$ cat config.mk
export PLATFORM = sky130hd
export DESIGN_NAME = osl_front
export DESIGN_NICKNAME = d
export VERILOG_FILES = /design/src/hdl/osl_pkg.sv /design/src/hdl/osl_front.sv
export SDC_FILE = /design/constraint.sdc
export NUM_CORES = 1
export LEC_CHECK = 0
export BUFFER_PORTS_ARGS = -buffer_cell sky130_fd_sc_hd__buf_2
export CORE_ASPECT_RATIO = 1.25
export CORE_MARGIN = 4
export CORE_UTILIZATION = 45
export CTS_CLUSTER_DIAMETER = 40
export DETAILED_ROUTE_END_ITERATION = 7
export PLACE_DENSITY = 0.6
export SLEW_MARGIN = 15
export SYNTH_ARGS = -nofsm -noshare
export SYNTH_HDL_FRONTEND = slang
export SYNTH_SLANG_ARGS = --single-unit
export TNS_END_PERCENT = 50
$ cat constraint.sdc
create_clock -name i_clk -period 6.01 [get_ports i_clk]
set_input_delay 0 -clock i_clk [delete_from_list [all_inputs] [get_ports i_clk]]
set_output_delay 0 -clock i_clk [all_outputs]
set_load 0.03 [all_outputs]
$ cat src/hdl/osl_pkg.sv
`default_nettype none
package osl_pkg;
    localparam int NAME_MAX_DEF = 32;
    localparam int KEYWORD_COUNT_DEF = 34;
    localparam int COMMENT_DEPTH_BITS_DEF = 16;

    localparam logic [5:0] K_NAME  = 6'd0;
    localparam logic [5:0] K_NUM   = 6'd1;
    localparam logic [5:0] K_NONE  = 6'd2;
    localparam logic [5:0] K_SEMI  = 6'd17;
    localparam logic [5:0] K_ASS   = 6'd18;
    localparam logic [5:0] K_COLON = 6'd19;
    localparam logic [5:0] K_DOT   = 6'd20;
    localparam logic [5:0] K_COMMA = 6'd21;
    localparam logic [5:0] K_EQ    = 6'd22;
    localparam logic [5:0] K_NE    = 6'd23;
    localparam logic [5:0] K_LE    = 6'd24;
    localparam logic [5:0] K_LT    = 6'd25;
    localparam logic [5:0] K_GE    = 6'd26;
    localparam logic [5:0] K_GT    = 6'd27;
    localparam logic [5:0] K_LPAR  = 6'd28;
    localparam logic [5:0] K_RPAR  = 6'd29;
    localparam logic [5:0] K_PLUS  = 6'd30;
    localparam logic [5:0] K_MINUS = 6'd31;
    localparam logic [5:0] K_MULT  = 6'd32;
    localparam logic [5:0] K_END   = 6'd33;
    localparam logic [5:0] K_ERR   = 6'd34;

    localparam logic [1:0] E_NAME    = 2'd0;
    localparam logic [1:0] E_NUMBER  = 2'd1;
    localparam logic [1:0] E_ILLEGAL = 2'd2;
    localparam logic [1:0] E_COMMENT = 2'd3;

    // queue entry between front and back
    localparam logic [2:0] OP_TOKEN = 3'd0; // single token, kind/num/err given
    localparam logic [2:0] OP_FLUSH = 3'd1; // identifier flush
    localparam logic [2:0] OP_NAME  = 3'd2; // identifier character write

    typedef struct packed {
        logic [2:0]  op;
        logic [5:0]  kind;
        logic [30:0] num;
        logic [1:0]  err;
        logic [7:0]  ch;
        logic [5:0]  idx;
        logic        last;
    } t_cmd;

    localparam int KW_LEN = 9;

    typedef struct packed {
        logic [KW_LEN*8-1:0] word;
        logic [3:0]          len;
        logic [5:0]          kind;
    } t_kw;

    function automatic t_kw kw_entry(input logic [5:0] i);
        t_kw k;
        k = '{word: '0, len: 4'd0, kind: 6'd2};
        case (i)
            6'd0:  k = '{word: {"ARRAY", 32'h0}, len: 4'd5, kind: 6'd2};
            6'd1:  k = '{word: {"BY", 56'h0}, len: 4'd2, kind: 6'd2};
            6'd2:  k = '{word: {"BEGIN", 32'h0}, len: 4'd5, kind: 6'd3};
            6'd3:  k = '{word: {"CASE", 40'h0}, len: 4'd4, kind: 6'd2};
            6'd4:  k = '{word: {"CONST", 32'h0}, len: 4'd5, kind: 6'd4};
            6'd5:  k = '{word: {"DIV", 48'h0}, len: 4'd3, kind: 6'd5};
            6'd6:  k = '{word: {"DO", 56'h0}, len: 4'd2, kind: 6'd6};
            6'd7:  k = '{word: {"ELSE", 40'h0}, len: 4'd4, kind: 6'd7};
            6'd8:  k = '{word: {"ELSIF", 32'h0}, len: 4'd5, kind: 6'd8};
            6'd9:  k = '{word: {"END", 48'h0}, len: 4'd3, kind: 6'd9};
            6'd10: k = '{word: {"EXIT", 40'h0}, len: 4'd4, kind: 6'd2};
            6'd11: k = '{word: {"FOR", 48'h0}, len: 4'd3, kind: 6'd2};
            6'd12: k = '{word: {"IF", 56'h0}, len: 4'd2, kind: 6'd10};
            6'd13: k = '{word: {"IMPORT", 24'h0}, len: 4'd6, kind: 6'd11};
            6'd14: k = '{word: {"IN", 56'h0}, len: 4'd2, kind: 6'd2};
            6'd15: k = '{word: {"IS", 56'h0}, len: 4'd2, kind: 6'd2};
            6'd16: k = '{word: {"LOOP", 40'h0}, len: 4'd4, kind: 6'd2};
            6'd17: k = '{word: {"MOD", 48'h0}, len: 4'd3, kind: 6'd12};
            6'd18: k = '{word: {"MODULE", 24'h0}, len: 4'd6, kind: 6'd13};
            6'd19: k = '{word: {"NIL", 48'h0}, len: 4'd3, kind: 6'd2};
            6'd20: k = '{word: {"OF", 56'h0}, len: 4'd2, kind: 6'd2};
            6'd21: k = '{word: {"OR", 56'h0}, len: 4'd2, kind: 6'd2};
            6'd22: k = '{word: {"POINTER", 16'h0}, len: 4'd7, kind: 6'd2};
            6'd23: k = '{word: "PROCEDURE", len: 4'd9, kind: 6'd2};
            6'd24: k = '{word: {"RECORD", 24'h0}, len: 4'd6, kind: 6'd2};
            6'd25: k = '{word: {"REPEAT", 24'h0}, len: 4'd6, kind: 6'd2};
            6'd26: k = '{word: {"RETURN", 24'h0}, len: 4'd6, kind: 6'd2};
            6'd27: k = '{word: {"THEN", 40'h0}, len: 4'd4, kind: 6'd14};
            6'd28: k = '{word: {"TO", 56'h0}, len: 4'd2, kind: 6'd2};
            6'd29: k = '{word: {"TYPE", 40'h0}, len: 4'd4, kind: 6'd2};
            6'd30: k = '{word: {"UNTIL", 32'h0}, len: 4'd5, kind: 6'd2};
            6'd31: k = '{word: {"VAR", 48'h0}, len: 4'd3, kind: 6'd15};
            6'd32: k = '{word: {"WHILE", 32'h0}, len: 4'd5, kind: 6'd16};
            6'd33: k = '{word: {"WITH", 40'h0}, len: 4'd4, kind: 6'd2};
            default: k = '{word: '0, len: 4'd0, kind: 6'd2};
        endcase
        return k;
    endfunction
endpackage
`default_nettype wire

$ cat src/hdl/osl_front.sv
`default_nettype none
module osl_front #(
    parameter int NAME_MAX = osl_pkg::NAME_MAX_DEF,
    parameter int COMMENT_DEPTH_BITS = osl_pkg::COMMENT_DEPTH_BITS_DEF
) (
    input  wire logic         i_clk,
    input  wire logic         i_rst_n,
    input  wire logic         i_push,
    output logic              o_full,
    input  wire logic [7:0]   i_ch,
    input  wire logic         i_end_of_text,
    output osl_pkg::t_cmd     o_cmd,
    output logic              o_cmd_valid,
    input  wire logic         i_cmd_ready
);
    import osl_pkg::*;

    localparam logic [3:0] M_IDLE = 4'd0, M_IDENT = 4'd1, M_NUMBER = 4'd2,
        M_COLON = 4'd3, M_LESS = 4'd4, M_GREATER = 4'd5, M_LPAREN = 4'd6,
        M_COMMENT = 4'd7, M_HALTED = 4'd8;
    localparam logic [30:0] NUM_MAX = 31'h7FFFFFFF;
    localparam logic [COMMENT_DEPTH_BITS-1:0] DEPTH_MAX = '1;

    // Each character becomes up to two commands; the second is held here.
    logic [3:0]  r_mode, n_mode;
    logic [5:0]  r_len, n_len;
    logic [30:0] r_acc, n_acc;
    logic [COMMENT_DEPTH_BITS-1:0] r_depth, n_depth;
    logic        r_star, n_star, r_open, n_open;
    logic        r_busy, n_busy;
    t_cmd        r_c0, n_c0, r_c1, n_c1;
    logic        r_v0, n_v0, r_v1, n_v1;

    logic        acc_in;
    logic        letter, digit, alnum;
    logic [3:0]  dv;
    logic [34:0] mul10;

    assign o_full = r_busy;
    assign acc_in = i_push && !r_busy;
    assign letter = (i_ch >= 8'd65 && i_ch <= 8'd90) || (i_ch >= 8'd97 && i_ch <= 8'd122);
    assign digit = i_ch >= 8'd48 && i_ch <= 8'd57;
    assign alnum = letter || digit;
    assign dv = i_ch[3:0];
    assign mul10 = {r_acc, 3'b000} + {2'b00, r_acc, 1'b0} + {31'd0, dv};
    assign o_cmd = r_c0;
    assign o_cmd_valid = r_v0;

    function automatic t_cmd tok(input logic [5:0] k);
        t_cmd c;
        c = '0;
        c.op = OP_TOKEN;
        c.kind = k;
        return c;
    endfunction

    always_comb begin
        t_cmd a, b;
        logic va, vb, fresh;
        n_mode = r_mode; n_len = r_len; n_acc = r_acc; n_depth = r_depth;
        n_star = r_star; n_open = r_open;
        n_c0 = r_c0; n_c1 = r_c1; n_v0 = r_v0; n_v1 = r_v1; n_busy = r_busy;
        a = '0; b = '0; va = 1'b0; vb = 1'b0; fresh = 1'b0;
        if (r_v0 && i_cmd_ready) begin
            n_c0 = r_c1; n_v0 = r_v1; n_v1 = 1'b0;
            if (!r_v1) n_busy = 1'b0;
        end
        if (acc_in && r_mode != M_HALTED) begin
            if (i_end_of_text) begin
                va = 1'b1;
                case (r_mode)
                    M_IDENT: begin a = '0; a.op = OP_FLUSH; a.idx = r_len; end
                    M_NUMBER: begin a = tok(K_NUM); a.num = r_acc; end
                    M_COLON: a = tok(K_COLON);
                    M_LESS: a = tok(K_LT);
                    M_GREATER: a = tok(K_GT);
                    M_LPAREN: a = tok(K_LPAR);
                    default: va = 1'b0;
                endcase
                if (r_mode == M_COMMENT) begin
                    b = tok(K_ERR); b.err = E_COMMENT; n_mode = M_HALTED;
                end else begin
                    b = tok(K_END); n_mode = M_IDLE;
                end
                vb = 1'b1;
            end else begin
                case (r_mode)
                    M_IDENT: begin
                        if (alnum) begin
                            if (r_len < 6'(NAME_MAX)) begin
                                a = '0; a.op = OP_NAME; a.ch = i_ch; a.idx = r_len;
                                va = 1'b1; n_len = r_len + 6'd1;
                            end else begin
                                a = tok(K_ERR); a.err = E_NAME; va = 1'b1;
                                n_mode = M_HALTED;
                            end
                        end else begin
                            a = '0; a.op = OP_FLUSH; a.idx = r_len; va = 1'b1; fresh = 1'b1;
                        end
                    end
                    M_NUMBER: begin
                        if (digit) begin
                            if (mul10 <= 35'(NUM_MAX)) n_acc = mul10[30:0];
                            else begin
                                a = tok(K_ERR); a.err = E_NUMBER; va = 1'b1;
                                n_mode = M_HALTED;
                            end
                        end else begin
                            a = tok(K_NUM); a.num = r_acc; va = 1'b1; fresh = 1'b1;
                        end
                    end
                    M_COLON, M_LESS, M_GREATER: begin
                        va = 1'b1;
                        if (i_ch == 8'd61) begin
                            a = tok(r_mode == M_COLON ? K_ASS :
                                    r_mode == M_LESS ? K_LE : K_GE);
                            n_mode = M_IDLE;
                        end else begin
                            a = tok(r_mode == M_COLON ? K_COLON :
                                    r_mode == M_LESS ? K_LT : K_GT);
                            fresh = 1'b1;
                        end
                    end
                    M_LPAREN: begin
                        if (i_ch == 8'd42) begin
                            n_depth = COMMENT_DEPTH_BITS'(1); n_star = 1'b0; n_open = 1'b0;
                            n_mode = M_COMMENT;
                        end else begin
                            a = tok(K_LPAR); va = 1'b1; fresh = 1'b1;
                        end
                    end
                    M_COMMENT: begin
                        if (r_star && i_ch == 8'd41) begin
                            n_star = 1'b0;
                            if (r_depth <= COMMENT_DEPTH_BITS'(1)) begin
                                n_depth = '0; n_mode = M_IDLE;
                            end else n_depth = r_depth - 1'b1;
                        end else if (r_open && i_ch == 8'd42) begin
                            n_open = 1'b0; n_star = 1'b0;
                            if (r_depth != DEPTH_MAX) n_depth = r_depth + 1'b1;
                        end else begin
                            n_star = i_ch == 8'd42;
                            n_open = i_ch == 8'd40;
                        end
                    end
                    default: fresh = 1'b1;
                endcase
                if (fresh) begin
                    n_mode = M_IDLE;
                    if (i_ch == 8'd32 || i_ch == 8'd9 || i_ch == 8'd10) begin
                    end else if (letter) begin
                        b = '0; b.op = OP_NAME; b.ch = i_ch; b.idx = 6'd0; vb = 1'b1;
                        n_len = 6'd1; n_mode = M_IDENT;
                    end else if (digit) begin
                        n_acc = {27'd0, dv}; n_mode = M_NUMBER;
                    end else begin
                        vb = 1'b1;
                        case (i_ch)
                            8'd58: begin vb = 1'b0; n_mode = M_COLON; end
                            8'd60: begin vb = 1'b0; n_mode = M_LESS; end
                            8'd62: begin vb = 1'b0; n_mode = M_GREATER; end
                            8'd40: begin vb = 1'b0; n_mode = M_LPAREN; end
                            8'd59: b = tok(K_SEMI);
                            8'd46: b = tok(K_DOT);
                            8'd44: b = tok(K_COMMA);
                            8'd61: b = tok(K_EQ);
                            8'd35: b = tok(K_NE);
                            8'd41: b = tok(K_RPAR);
                            8'd43: b = tok(K_PLUS);
                            8'd45: b = tok(K_MINUS);
                            8'd42: b = tok(K_MULT);
                            default: begin
                                b = tok(K_ERR); b.err = E_ILLEGAL; n_mode = M_HALTED;
                            end
                        endcase
                    end
                end
            end
            // last marks the character's final command; a name write in b never takes it
            if (vb && b.op != OP_NAME) begin
                b.last = 1'b1;
            end else if (va) begin
                a.last = 1'b1;
            end
            if (va && vb) begin
                n_c0 = a; n_v0 = 1'b1; n_c1 = b; n_v1 = 1'b1; n_busy = 1'b1;
            end else if (va || vb) begin
                n_c0 = va ? a : b; n_v0 = 1'b1; n_v1 = 1'b0; n_busy = 1'b1;
            end
        end
    end

    always_ff @(posedge i_clk) begin
        if (!i_rst_n) begin
            r_mode <= M_IDLE; r_len <= '0; r_acc <= '0; r_depth <= '0;
            r_star <= 1'b0; r_open <= 1'b0; r_busy <= 1'b0; r_v0 <= 1'b0; r_v1 <= 1'b0;
        end else begin
            r_mode <= n_mode; r_len <= n_len; r_acc <= n_acc; r_depth <= n_depth;
            r_star <= n_star; r_open <= n_open; r_busy <= n_busy;
            r_v0 <= n_v0; r_v1 <= n_v1;
        end
        r_c0 <= n_c0;
        r_c1 <= n_c1;
    end
endmodule
`default_nettype wire

==> results by group, run 1 <==
Outcome
  • Status: finished clean

Place
  • Pre-CTS setup slack: 1.12 ns
  • Port buffer count: 71
  • Placed wire-length estimate: 16,500 um
  • Routability Congestion: 0.890

Floorplan
  • Effective utilization at floorplan: 0.462
  • Die H: 164 um
  • Chip width: 133 um
  • Core box area: 0.0189 mm^2
  • Ports: 72
  • Die Area: 0.0217 mm^2
  • Row count: 56

Clock tree
  • CTS root buf: clkbuf_16
  • TritonCTS buffer count: 17
  • Clock sinks: 137
  • Clk slew on worst S/H paths: 0.06 ns
  • Clock latency on the worst-skew pair: 0.43 ns
  • CTS tree: done
  • Clk buf depth: 2
  • Htree depth: 4

Finish
  • Diode count: 0
  • Footprint of the multi-input gates: 0.00540 mm^2
  • Seq. cell area: 0.00292 mm^2
  • Most frequent cells in the layout: dfxtp_1, nand2_1, buf_2, a21oi_1, ha_1
  • NumNets Final: 1,108
  • P&R area growth vs syn: 12.3%
  • Layout cell share with drive strength beyond 1: 0.155
  • Fin util: 0.519
  • Most common cell after layout, fill and taps aside: dfxtp_1
  • # fillers: 1,803

Flow run
  • Max-cap viol count: 0

Yosys
  • Post-Syn Area: 0.00874 mm^2
  • Warnings, synthesis: 0
  • Yosys cell types: 98
  • Synth area leaders: dfxtp_1, ha_1, edfxtp_1
  • Seq/Total Area, Yosys: 0.334
  • Post-synth top area cell: dfxtp_1
  • Post-synth top area share: 0.273
  • Synthesized Nets: 1,061
  • Post-synthesis cell count: 979
  • Synth Register Bits: 137
  • Syn Area/Cell: 8.93 um^2
  • Primary FF master, synth: dfxtp_1
  • Fraction of registers with async set/reset: 0
  • EDFF count, synth: 18

Pwr
  • VDD IR max: 188 uV
  • Pwr dens: 237 mW/mm^2
  • Leak: 4.48 nW

Routing
  • Detailed Routing Iterations Pass 1: 6
  • Routed WL per cell: 18.1 um
  • Via Count: 7,671
  • DRC violations left: 0
  • Vias/cell: 6.04
  • Antenna-violating nets left: 0
  • Drt initial violations: 495
  • Final wirelength: 23,000 um

GRT
  • GRT Total Usage: 0.211
  • Vias in the first global route: 7,395
  • Largest net degree at the start of global routing: 52
  • Initial antenna violation count: 0
  • Remaining Overflow, GRT: 0
  • Global-route wire length before repair: 37,300 um

Timing
  • FMAX: 199 MHz
  • Setup Total Neg Slack: 0 ns
  • Relative slew slack: 0.314
  • Final worst path period share: 0.838
  • Period minus WS final: 5.04 ns
  • Slew Limit Fails: 0
  • Skew final: 0.0123 ns
  • Setup ws final: 0.973 ns
  • Final Setup Violations: 0
  • RSZ-0062 raised after global routing: no
  • Final Hold Fails: 0
  • Worst-Margin Slew: 1.03 ns

Setup path
  • Largest incremental delay on the critical path: 0.70 ns
  • Worst EP arrival: 5.21 ns
  • Critical path buffer and inverter count: 5
  • Crit path max-delay family: compound AO/OA/AOI/OAI gates
  • Crit path cell chain: dlygate4sd3_1, buf_2, clkinv_1, fa_1, inv_1, fa_1, a21o_1, a221o_1, o211ai_1, o211ai_1, a221o_1, and2_4, a211oi_2, nor3_2, buf_4
  • Critical Path Stages: 15
  • Critical path class: input port to flip-flop
  • Crit. End Element: flip-flop
  • Worst Path Required: 6.18 ns
  • Worst R2R Path Depth: 13
  • Crit-path slowest cell: a211oi_2
  • Worst-path fanout max: 16
  • Critical path launch point type: input port

Worst hold path
  • Worst Hold Class: input port to flip-flop
  • Worst hold path cell count: 3
==> logic make-up after synthesis <==
kind of cell | after synthesis | synth area share
xor gates and xnor gates | 38 | 0.0381
adders and majority gates | 69 | 0.100
buffers and inverters | 86 | 0.0510
AOI/OAI and AO/OA | 324 | 0.270
and+or+nand+nor | 296 | 0.174
other | 1 | 0.000429
muxes | 28 | 0.0321
DFF | 137 | 0.334
==> cell type report <==
class	instances	share of cell area
Clock buffer	19	0.0441
Clock inverter	13	0.0194
Inverter	30	0.0115
Multi-Input combinational cell	756	0.550
Sequential cell	137	0.298
Tap cell	232	0.0296
Timing Repair Buffer	84	0.0474
==> repair_timing <==
item	4_1_cts	5_1_grt
resized for setup	0	0
endpoints found under the setup margin	0	0
hold buffers	5	0
buffers inserted	0	0
hold endpoints to repair	6	0
==> report_power, final <==
part	switching [mW]	leakage (nW)	internal, mW
Clock	0.432	0.299	0.700
Combinational	0.158	3.04	0.0702
Sequential	0.0151	1.14	0.951
==> worst reg2reg max path: cells and delay by family (launching register included) <==
family	cells	cell delay, ns
AO/OA/AOI/OAI	6	2.31
adder cells (fa/ha/maj)	2	0.96
buffers and inverters	3	0.42
flip-flops	1	0.38
AND/OR/NAND/NOR	2	0.42
==> Yosys cell counts, types with 10 or more instances <==
cell	n
ha_1	67
a22o_1	38
o21a_1	11
o21ai_0	49
o211ai_1	10
a31oi_1	14
nor2_1	64
xnor2_1	19
a32o_2	20
dfxtp_1	119
clkbuf_1	29
and3_1	10
nand4_1	13
and2_1	16
a21o_1	12
nand3_1	35
nor3_1	25
nand2_1	76
inv_1	27
a21oi_1	69
xor2_1	19
edfxtp_1	18
mux2i_1	28
==> through the flow <==
step | cell area [um^2] | hold slack [ns] | instances | power [mW]
4_1_cts | 9820 | 0.0127 | 1271 | 2.35
2_1_floorplan | 8740 | 0.164 | 979 | 1.15
3_5_place_dp | 9140 | 0.393 | 1234 | 1.21
3_3_place_gp | 9140 | 0.377 | 1234 | 1.21
5_1_grt | 9820 | 0.0536 | 1271 | 2.40
6_report | 9820 | 0.0386 | 1271 | 2.33
==> flip-flops by register name, indices dropped and copies added, names as in the netlist <==
signal / flops
o_cmd_valid: 1
o_full: 1
r_open: 1
r_acc: 31
r_depth: 16
r_v1: 1
r_star: 1
o_cmd: 57
r_c1: 18
r_len: 6
r_mode: 4
==> final timing paths <==
path / from / end / slack [ns]
worst min register to register: o_cmd[54]$_DFF_P_ / o_cmd[54]$_DFF_P_ / 0.45
worst min-delay path: i_ch[4] / o_cmd[11]$_DFF_P_ / 0.04
worst max register to register: r_acc[0]$_SDFFE_PN0P_ / r_c1[10]$_DFFE_PP_ / 1.28
worst max-delay path: i_ch[3] / r_c1[10]$_DFFE_PP_ / 0.97
==> per-layer routing <==
metal | vias up | part of all wire | wire length, um | track usage
li1 | 3822 | - | - | -
met1 | 3624 | 0.43 | 9820 | 0.248
met2 | 189 | 0.51 | 11800 | 0.389
met3 | 36 | 0.040 | 911 | 0.0380
met4 | 0 | 0.018 | 421 | 0.0652
met5 | - | 0 | 0 | 0
No activity file was read; power rests on OpenSTA's default activity.
==> run 2, diff against run 1 <==
--- a/config.mk
+++ b/config.mk
@@ -11,7 +11,7 @@
 export CORE_UTILIZATION = 45
 export CTS_CLUSTER_DIAMETER = 40
 export DETAILED_ROUTE_END_ITERATION = 7
-export PLACE_DENSITY = 0.6
+export PLACE_DENSITY = 0.62
 export SLEW_MARGIN = 15
 export SYNTH_ARGS = -nofsm -noshare
 export SYNTH_HDL_FRONTEND = slang
==> constraint.sdc (replaced) <==
create_clock -name i_clk -period 4.5 [get_ports i_clk]
set_input_delay 0 -clock i_clk [delete_from_list [all_inputs] [get_ports i_clk]]
set_output_delay 0 -clock i_clk [all_outputs]
set_load 0.03 [all_outputs]
==> run 2 against run 1 <==
Compared with the run above: first-iteration DRC count grew 18%; global-route usage shrank 0.15 points; clock skew shrank 0.0018 ns; sequential share of layout area decreased by 0.16 points; via count grew 1.2%; design area is 0.54% higher; final cell count is 0.55% higher; worst hold slack barely moved; largest cell class unchanged; highest routed layer unchanged.
==> results by group, run 2 (same netlist as run 1, synthesis figures left out) <==
Timing
  • Final worst path period share: 0.952
  • Skew final: 0.0106 ns (-0.00176 ns)
  • Final Setup Violations: 0 (unchanged)
  • Hold Worst Slack: 0.0387 ns (+0.0000595 ns)
  • RSZ-0062 raised after global routing: no
  • Slew Limit Fails: 0 (unchanged)
  • Setup Total Neg Slack: 0 ns (unchanged)
  • Relative slew slack: 0.303 (-0.0115)
  • Worst-Margin Slew: 1.04 ns (+0.0172 ns)
  • Period minus WS final: 4.28 ns
  • FMAX: 234 MHz
  • Final Hold Fails: 0 (unchanged)

Routing
  • Detailed Routing Iterations Pass 1: 5 (-1)
  • Routed WL per cell: 17.7 um (-1.8%)
  • Via Count: 7,761 (+1.2%)
  • Antenna-violating nets left: 0 (unchanged)
  • DRC violations left: 0 (unchanged)
  • Drt initial violations: 585 (+18%)
  • Vias/cell: 6.07 (+0.62%)
  • Final wirelength: 22,700 um (-1.3%)

Floorplan
  • Row count: 56 (unchanged)
  • Die Area: 0.0217 mm^2 (unchanged)
  • Ports: 72 (unchanged)
  • Die H: 164 um (unchanged)
  • Core box area: 0.0189 mm^2 (unchanged)
  • Chip width: 133 um (unchanged)
  • Effective utilization at floorplan: 0.462 (unchanged)

Finish
  • Diode count: 0 (unchanged)
  • Most common cell after layout, fill and taps aside: dfxtp_1
  • P&R area growth vs syn: 12.9%
  • Max reg flops: 57 (unchanged)
  • Most frequent cells in the layout: dfxtp_1, nand2_1, buf_2, a21oi_1, ha_1
  • # fillers: 1,821 (+1.0%)
  • Fin util: 0.522 (+0.00278)
  • Layout cell share with drive strength beyond 1: 0.163 (+0.00757)
  • NumNets Final: 1,115 (+0.63%)

Pwr
  • Pwr dens: 313 mW/mm^2 (+32%)
  • VDD IR max: 240 uV (+28%)
  • Clock power share: 0.481 (-0.005)
  • Net Sw Power: 0.832 mW (+37%)
  • Leak: 4.52 nW (+0.84%)
  • Switching share of power: 0.269 (+0.00920)
  • Flop pwr share: 0.418 (+0.003)
  • Logic pwr share: 0.101 (+0.003)
  • Cell-internal power: 2.25 mW (+31%)

Clock tree
  • Post-CTS Setup Bufs: 0 (unchanged)
  • Clock sinks: 137 (unchanged)
  • CTS root buf: clkbuf_16
  • Clk buf depth: 2 (unchanged)
  • Clk slew on worst S/H paths: 0.06 ns (about the same)
  • Post-cts resize count: 0 (unchanged)
  • Htree depth: 4 (unchanged)
  • TritonCTS buffer count: 17 (unchanged)
  • CTS tree: done
  • Clock latency on the worst-skew pair: 0.43 ns (about the same)

Setup path
  • Critical path launch point type: flip-flop
  • Worst-path fanout max: 9 (-7)
  • Worst Path Required: 4.80 ns (-1.38 ns)
  • Critical path class: flip-flop to flip-flop
  • Worst EP arrival: 4.58 ns (-0.63 ns)
  • Crit. End Element: flip-flop

GRT
  • Global-route wire length before repair: 37,400 um (about the same)
  • Vias in the first global route: 7,443 (+0.65%)
  • Largest net degree at the start of global routing: 52 (unchanged)
  • Initial antenna violation count: 0 (unchanged)
  • GRT Total Usage: 0.209 (-0.00153)
  • Remaining Overflow, GRT: 0 (unchanged)

Flow run
  • Max-cap viol count: 0 (unchanged)

Worst hold path
  • Worst Hold Class: input port to flip-flop

Place
  • Routability Congestion: 0.907 (+1.9%)
  • Placed wire-length estimate: 16,300 um (-0.81%)
  • Port buffer count: 71 (unchanged)

Outcome
  • Status: finished clean
## run 2: cell type report
| type | instances | area [um^2] | area share |
|---|---|---|---|
| well taps | 232 | 290 | 0.0294 |
| multi-input cells | 756 | 5400 | 0.547 |
| repair buffers | 91 | 528 | 0.0535 |
| clock buffers | 17 | 425 | 0.0431 |
| flip-flops and latches | 137 | 2920 | 0.296 |
| inverters | 30 | 113 | 0.0114 |
| clock inverters | 15 | 188 | 0.0190 |
## run 2: critical path, cell delays in order, from the launching register on
cell	delay (ns)
dfxtp_1	0.39
inv_1	0.08
fa_1	0.51
inv_1	0.07
ha_1	0.30
a211oi_1	0.09
o21ai_0	0.35
nor4b_1	0.57
o211ai_1	0.18
and3b_2	0.25
o22ai_1	0.38
a211oi_2	0.19
buf_4	0.20
a2111oi_0	0.43
o22ai_1	0.16
## run 2: routing by layer
layer / share of wire / up-vias / track usage
met2: 0.50 / 187 / 0.374
li1: - / 3839 / -
met1: 0.45 / 3695 / 0.257
met3: 0.033 / 40 / 0.0309
met5: 0 / - / 0
met4: 0.021 / 0 / 0.0747
## run 2: final timing paths
| path | start | end | slack, ns | cells past startpoint |
|---|---|---|---|---|
| min | i_ch[4] | o_cmd[11]$_DFF_P_ | 0.04 | 3 |
| min reg2reg | o_cmd[54]$_DFF_P_ | o_cmd[54]$_DFF_P_ | 0.46 | 1 |
| max | r_acc[0]$_SDFFE_PN0P_ | o_cmd[49]$_DFF_P_ | 0.22 | 14 |
| max reg2reg | r_acc[0]$_SDFFE_PN0P_ | o_cmd[49]$_DFF_P_ | 0.22 | 14 |
## run 2: stage by stage
step	total power, mW	cell area (um^2)	instances	setup WS, ns
2_1_floorplan	1.53	8750	979	0.463
3_3_place_gp	1.62	9220	1242	0.344
3_5_place_dp	1.63	9220	1242	0.221
4_1_cts	3.11	9870	1278	0.210
5_1_grt	3.20	9870	1278	0.00231
6_report	3.09	9870	1278	0.218
## run 2: power groups by stage
stage	clock network [mW]	logic, mW	registers [mW]
after floorplan	0	0.162	1.37
after global placement	0	0.308	1.32
after detailed placement	0	0.309	1.32
after CTS	1.51	0.313	1.29
after global routing	1.57	0.337	1.29
final	1.48	0.311	1.29
## run 2: repair_timing
action | 4_1_cts | 5_1_grt
setup endpoints to repair | 0 | 9
hold buffers | 4 | 0
hold endpoints to repair | 6 | 0
==> run 3, diff against run 2 <==
--- a/config.mk
+++ b/config.mk
@@ -11,6 +11,7 @@
 export CORE_UTILIZATION = 45
 export CTS_CLUSTER_DIAMETER = 40
 export DETAILED_ROUTE_END_ITERATION = 7
+export GPL_TIMING_DRIVEN = 0
 export PLACE_DENSITY = 0.62
 export SLEW_MARGIN = 15
 export SYNTH_ARGS = -nofsm -noshare
==> run 3 against run 2 <==
Compared with the run above: sequential cell count did not move; worst hold slack improved by 0.042 ns; largest cell class unchanged; clock skew fell by 0.0025 ns; first-iteration DRC count fell by 11%; via count rose by 1.9%.
==> results by group, run 3 (same netlist as run 1, synthesis figures left out) <==
Finish
  • Layout cell share with drive strength beyond 1: 0.167 (+0.00476)
  • Most common cell after layout, fill and taps aside: dfxtp_1
  • # fillers: 1,820 (-0.055%)
  • Most frequent cells in the layout: dfxtp_1, nand2_1, buf_2, a21oi_1, ha_1
  • Post-route cell area: 0.0102 mm^2 (+3.0%)
  • Max reg flops: 57 (unchanged)
  • NumNets Final: 1,157 (+3.8%)
  • Diode count: 0 (unchanged)
  • P&R area growth vs syn: 16.3%

GRT
  • Met1 GRT Util: 0.261 (+0.00321)
  • Remaining Overflow, GRT: 0 (unchanged)
  • GRT Total Usage: 0.223 (+0.0133)
  • GRT busiest layer: met2
  • Met3 Use GR: 0.0386 (+0.00766)
  • Initial antenna violation count: 0 (unchanged)
  • Vias in the first global route: 7,912 (+6.3%)
  • Met2 usage: 0.413 (+0.0392)
  • Largest net degree at the start of global routing: 17 (-67%)
  • Global-route wire length before repair: 39,400 um (+5.6%)

Setup path
  • Crit-path slowest cell: fa_1
  • FF-to-FF setup slack: 0.13 ns (-0.08 ns)
  • Critical path launch point type: flip-flop
  • Critical Path Stages: 15 (+1)
  • Crit path max-delay family: compound AO/OA/AOI/OAI gates
  • Worst setup path end: o_cmd[0]$_DFF_P_
  • FF-to-FF Start: r_acc[0]$_SDFFE_PN0P_
  • Worst flop-to-flop path endpoint: o_cmd[0]$_DFF_P_
  • Worst R2R Path Depth: 15 (+1)
  • Crit path cell chain: inv_1, fa_1, inv_1, fa_1, a21o_1, a221o_1, o211ai_1, o211ai_1, a221o_1, and2_4, a211oi_4, buf_6, inv_2, ha_1, a221oi_1
  • Crit. Startpoint: r_acc[0]$_SDFFE_PN0P_
  • Crit. End Element: flip-flop
  • Worst-path fanout max: 10 (+1)
  • Critical path buffer and inverter count: 4 (+1)
  • Critical path class: flip-flop to flip-flop
  • Worst Path Required: 4.84 ns (+0.04 ns)
  • Largest incremental delay on the critical path: 0.50 ns (-0.07 ns)
  • Worst EP arrival: 4.71 ns (+0.13 ns)

Worst hold path
  • Worst Hold Class: input port to flip-flop

Timing
  • Hold Worst Slack: 0.0811 ns (+0.0424 ns)
  • Period minus WS final: 4.37 ns (+0.0849 ns)
  • Skew final: 0.00809 ns (-0.00250 ns)
  • Final Setup Violations: 0 (unchanged)
  • FMAX: 229 MHz (-1.9%)
  • Slew Limit Fails: 0 (unchanged)
  • Final Hold Fails: 0 (unchanged)
  • Worst-Margin Slew: 1.07 ns (+0.0272 ns)
  • Final worst path period share: 0.970 (+0.0189)
  • Setup ws final: 0.133 ns (-0.0849 ns)
  • Relative slew slack: 0.282 (-0.0208)

Routing
  • Antenna-violating nets left: 0 (unchanged)
  • Vias/cell: 5.99 (-1.4%)
  • Final wirelength: 24,000 um (+5.8%)
  • Routed WL per cell: 18.2 um (+2.4%)
  • Drt initial violations: 523 (-11%)
  • Detailed Routing Iterations Pass 1: 5 (unchanged)
  • DRC violations left: 0 (unchanged)
  • Via Count: 7,905 (+1.9%)

Pwr
  • Logic pwr share: 0.102 (about the same)
  • Cell-internal power: 2.37 mW (+5.1%)
  • Flop pwr share: 0.401 (-0.017)
  • Clock power share: 0.497 (+0.016)
  • Leak: 4.66 nW (+3.3%)
  • Switching share of power: 0.261 (-0.00840)
  • Power Total: 3.21 mW (+3.9%)
  • Net Sw Power: 0.837 mW (+0.66%)
  • VDD IR max: 264 uV (+10%)
  • Pwr dens: 315 mW/mm^2 (+0.85%)

Clock tree
  • TritonCTS buffer count: 17 (unchanged)
  • CTS tree: done
  • Htree depth: 4 (unchanged)
  • Clock sinks: 137 (unchanged)
  • Clock latency on the worst-skew pair: 0.44 ns (about the same)
  • Clk buf depth: 2 (unchanged)
  • Clk slew on worst S/H paths: 0.06 ns (about the same)
  • CTS root buf: clkbuf_16

Floorplan
  • Core box area: 0.0189 mm^2 (unchanged)
  • Die Area: 0.0217 mm^2 (unchanged)
  • Row count: 56 (unchanged)
  • Ports: 72 (unchanged)
  • Chip width: 133 um (unchanged)
  • Die H: 164 um (unchanged)
  • Effective utilization at floorplan: 0.462 (unchanged)

Place
  • Pre-CTS setup slack: -0.260 ns (-0.480 ns)
  • Routability Congestion: 0.925 (+2.0%)
  • Placed instance area: 0.00940 mm^2 (+2.0%)
  • Placed wire-length estimate: 18,200 um (+11%)
  • Port buffer count: 69 (-2.8%)

Outcome
  • Status: finished clean

Flow run
  • Max-cap viol count: 0 (unchanged)
run 3: cell types whose count changed in the layout (fill, tap and decap cells not counted), moves of 2 or more:
cell / before / now
clkbuf_1: 0 / 29
buf_6: 0 / 9
buf_4: 15 / 9
inv_6: 3 / 6
buf_2: 71 / 75
dlygate4sd3_1: 4 / 6
inv_4: 2 / 0
bufinv_16: 3 / 5
run 3: repair_timing:
action	4_1_cts	5_1_grt
setup endpoints to repair	42	12
hold endpoints to repair	7	0
setup buffers	2	0
pin swaps	2	2
hold buffers	5	0
resized for setup	2	5
run 3: layer usage:
metal  vias to the layer above  wire length [um]
li1                       3902                 -
met1                      3789             10600
met2                       177             12200
met3                        37               776
met4                         0               410
met5                         -                 0
run 3: power groups by stage:
stage          Clock [mW]  Sequential, mW  Combinational, mW
6_report             1.59            1.29              0.327
5_1_grt              1.68            1.29              0.354
4_1_cts              1.62            1.29              0.328
3_5_place_dp            0            1.31              0.323
3_3_place_gp            0            1.31              0.319
2_1_floorplan           0            1.37              0.162
run 3: worst min-delay path by stage:
stage,cells past startpoint,endpoint,startpoint,slack [ns]
3_5_place_dp,3,o_cmd[12]$_DFF_P_,i_ch[5],0.35
5_1_grt,3,o_cmd[15]$_DFF_P_,i_push,0.06
4_1_cts,3,o_cmd[15]$_DFF_P_,i_push,0.07
6_report,3,o_cmd[15]$_DFF_P_,i_push,0.08
3_3_place_gp,3,o_cmd[12]$_DFF_P_,i_ch[5],0.35
2_1_floorplan,2,o_cmd[12]$_DFF_P_,i_ch[5],0.16
run 3: layout make-up:
class / count / area, um^2 / area share
multi-input cells: 756 / 5420 / 0.533
flip-flops and latches: 137 / 2920 / 0.287
clock buffers: 17 / 425 / 0.0418
repair buffers: 77 / 425 / 0.0418
plain buffers: 56 / 337 / 0.0331
well taps: 232 / 290 / 0.0286
clock inverters: 15 / 235 / 0.0231
inverters: 30 / 113 / 0.0111
run 3: worst reg2reg max path: stages, from the launching register on:
cell      delay, ns
dfxtp_1        0.40
inv_1          0.08
fa_1           0.50
inv_1          0.07
fa_1           0.46
a21o_1         0.22
a221o_1        0.38
o211ai_1       0.31
o211ai_1       0.18
a221o_1        0.39
and2_4         0.19
a211oi_4       0.30
buf_6          0.20
inv_2          0.05
ha_1           0.27
a221oi_1       0.27
run 3: stage by stage:
stage / TNS, ns / utilization / cells
after global routing: -2.05 / 0.537 / 1320
after CTS: 0 / 0.536 / 1320
after detailed placement: -9.62 / 0.497 / 1281
after floorplan: 0 / - / 979
after global placement: -19.74 / 0.496 / 1280
final: 0 / 0.537 / 1320
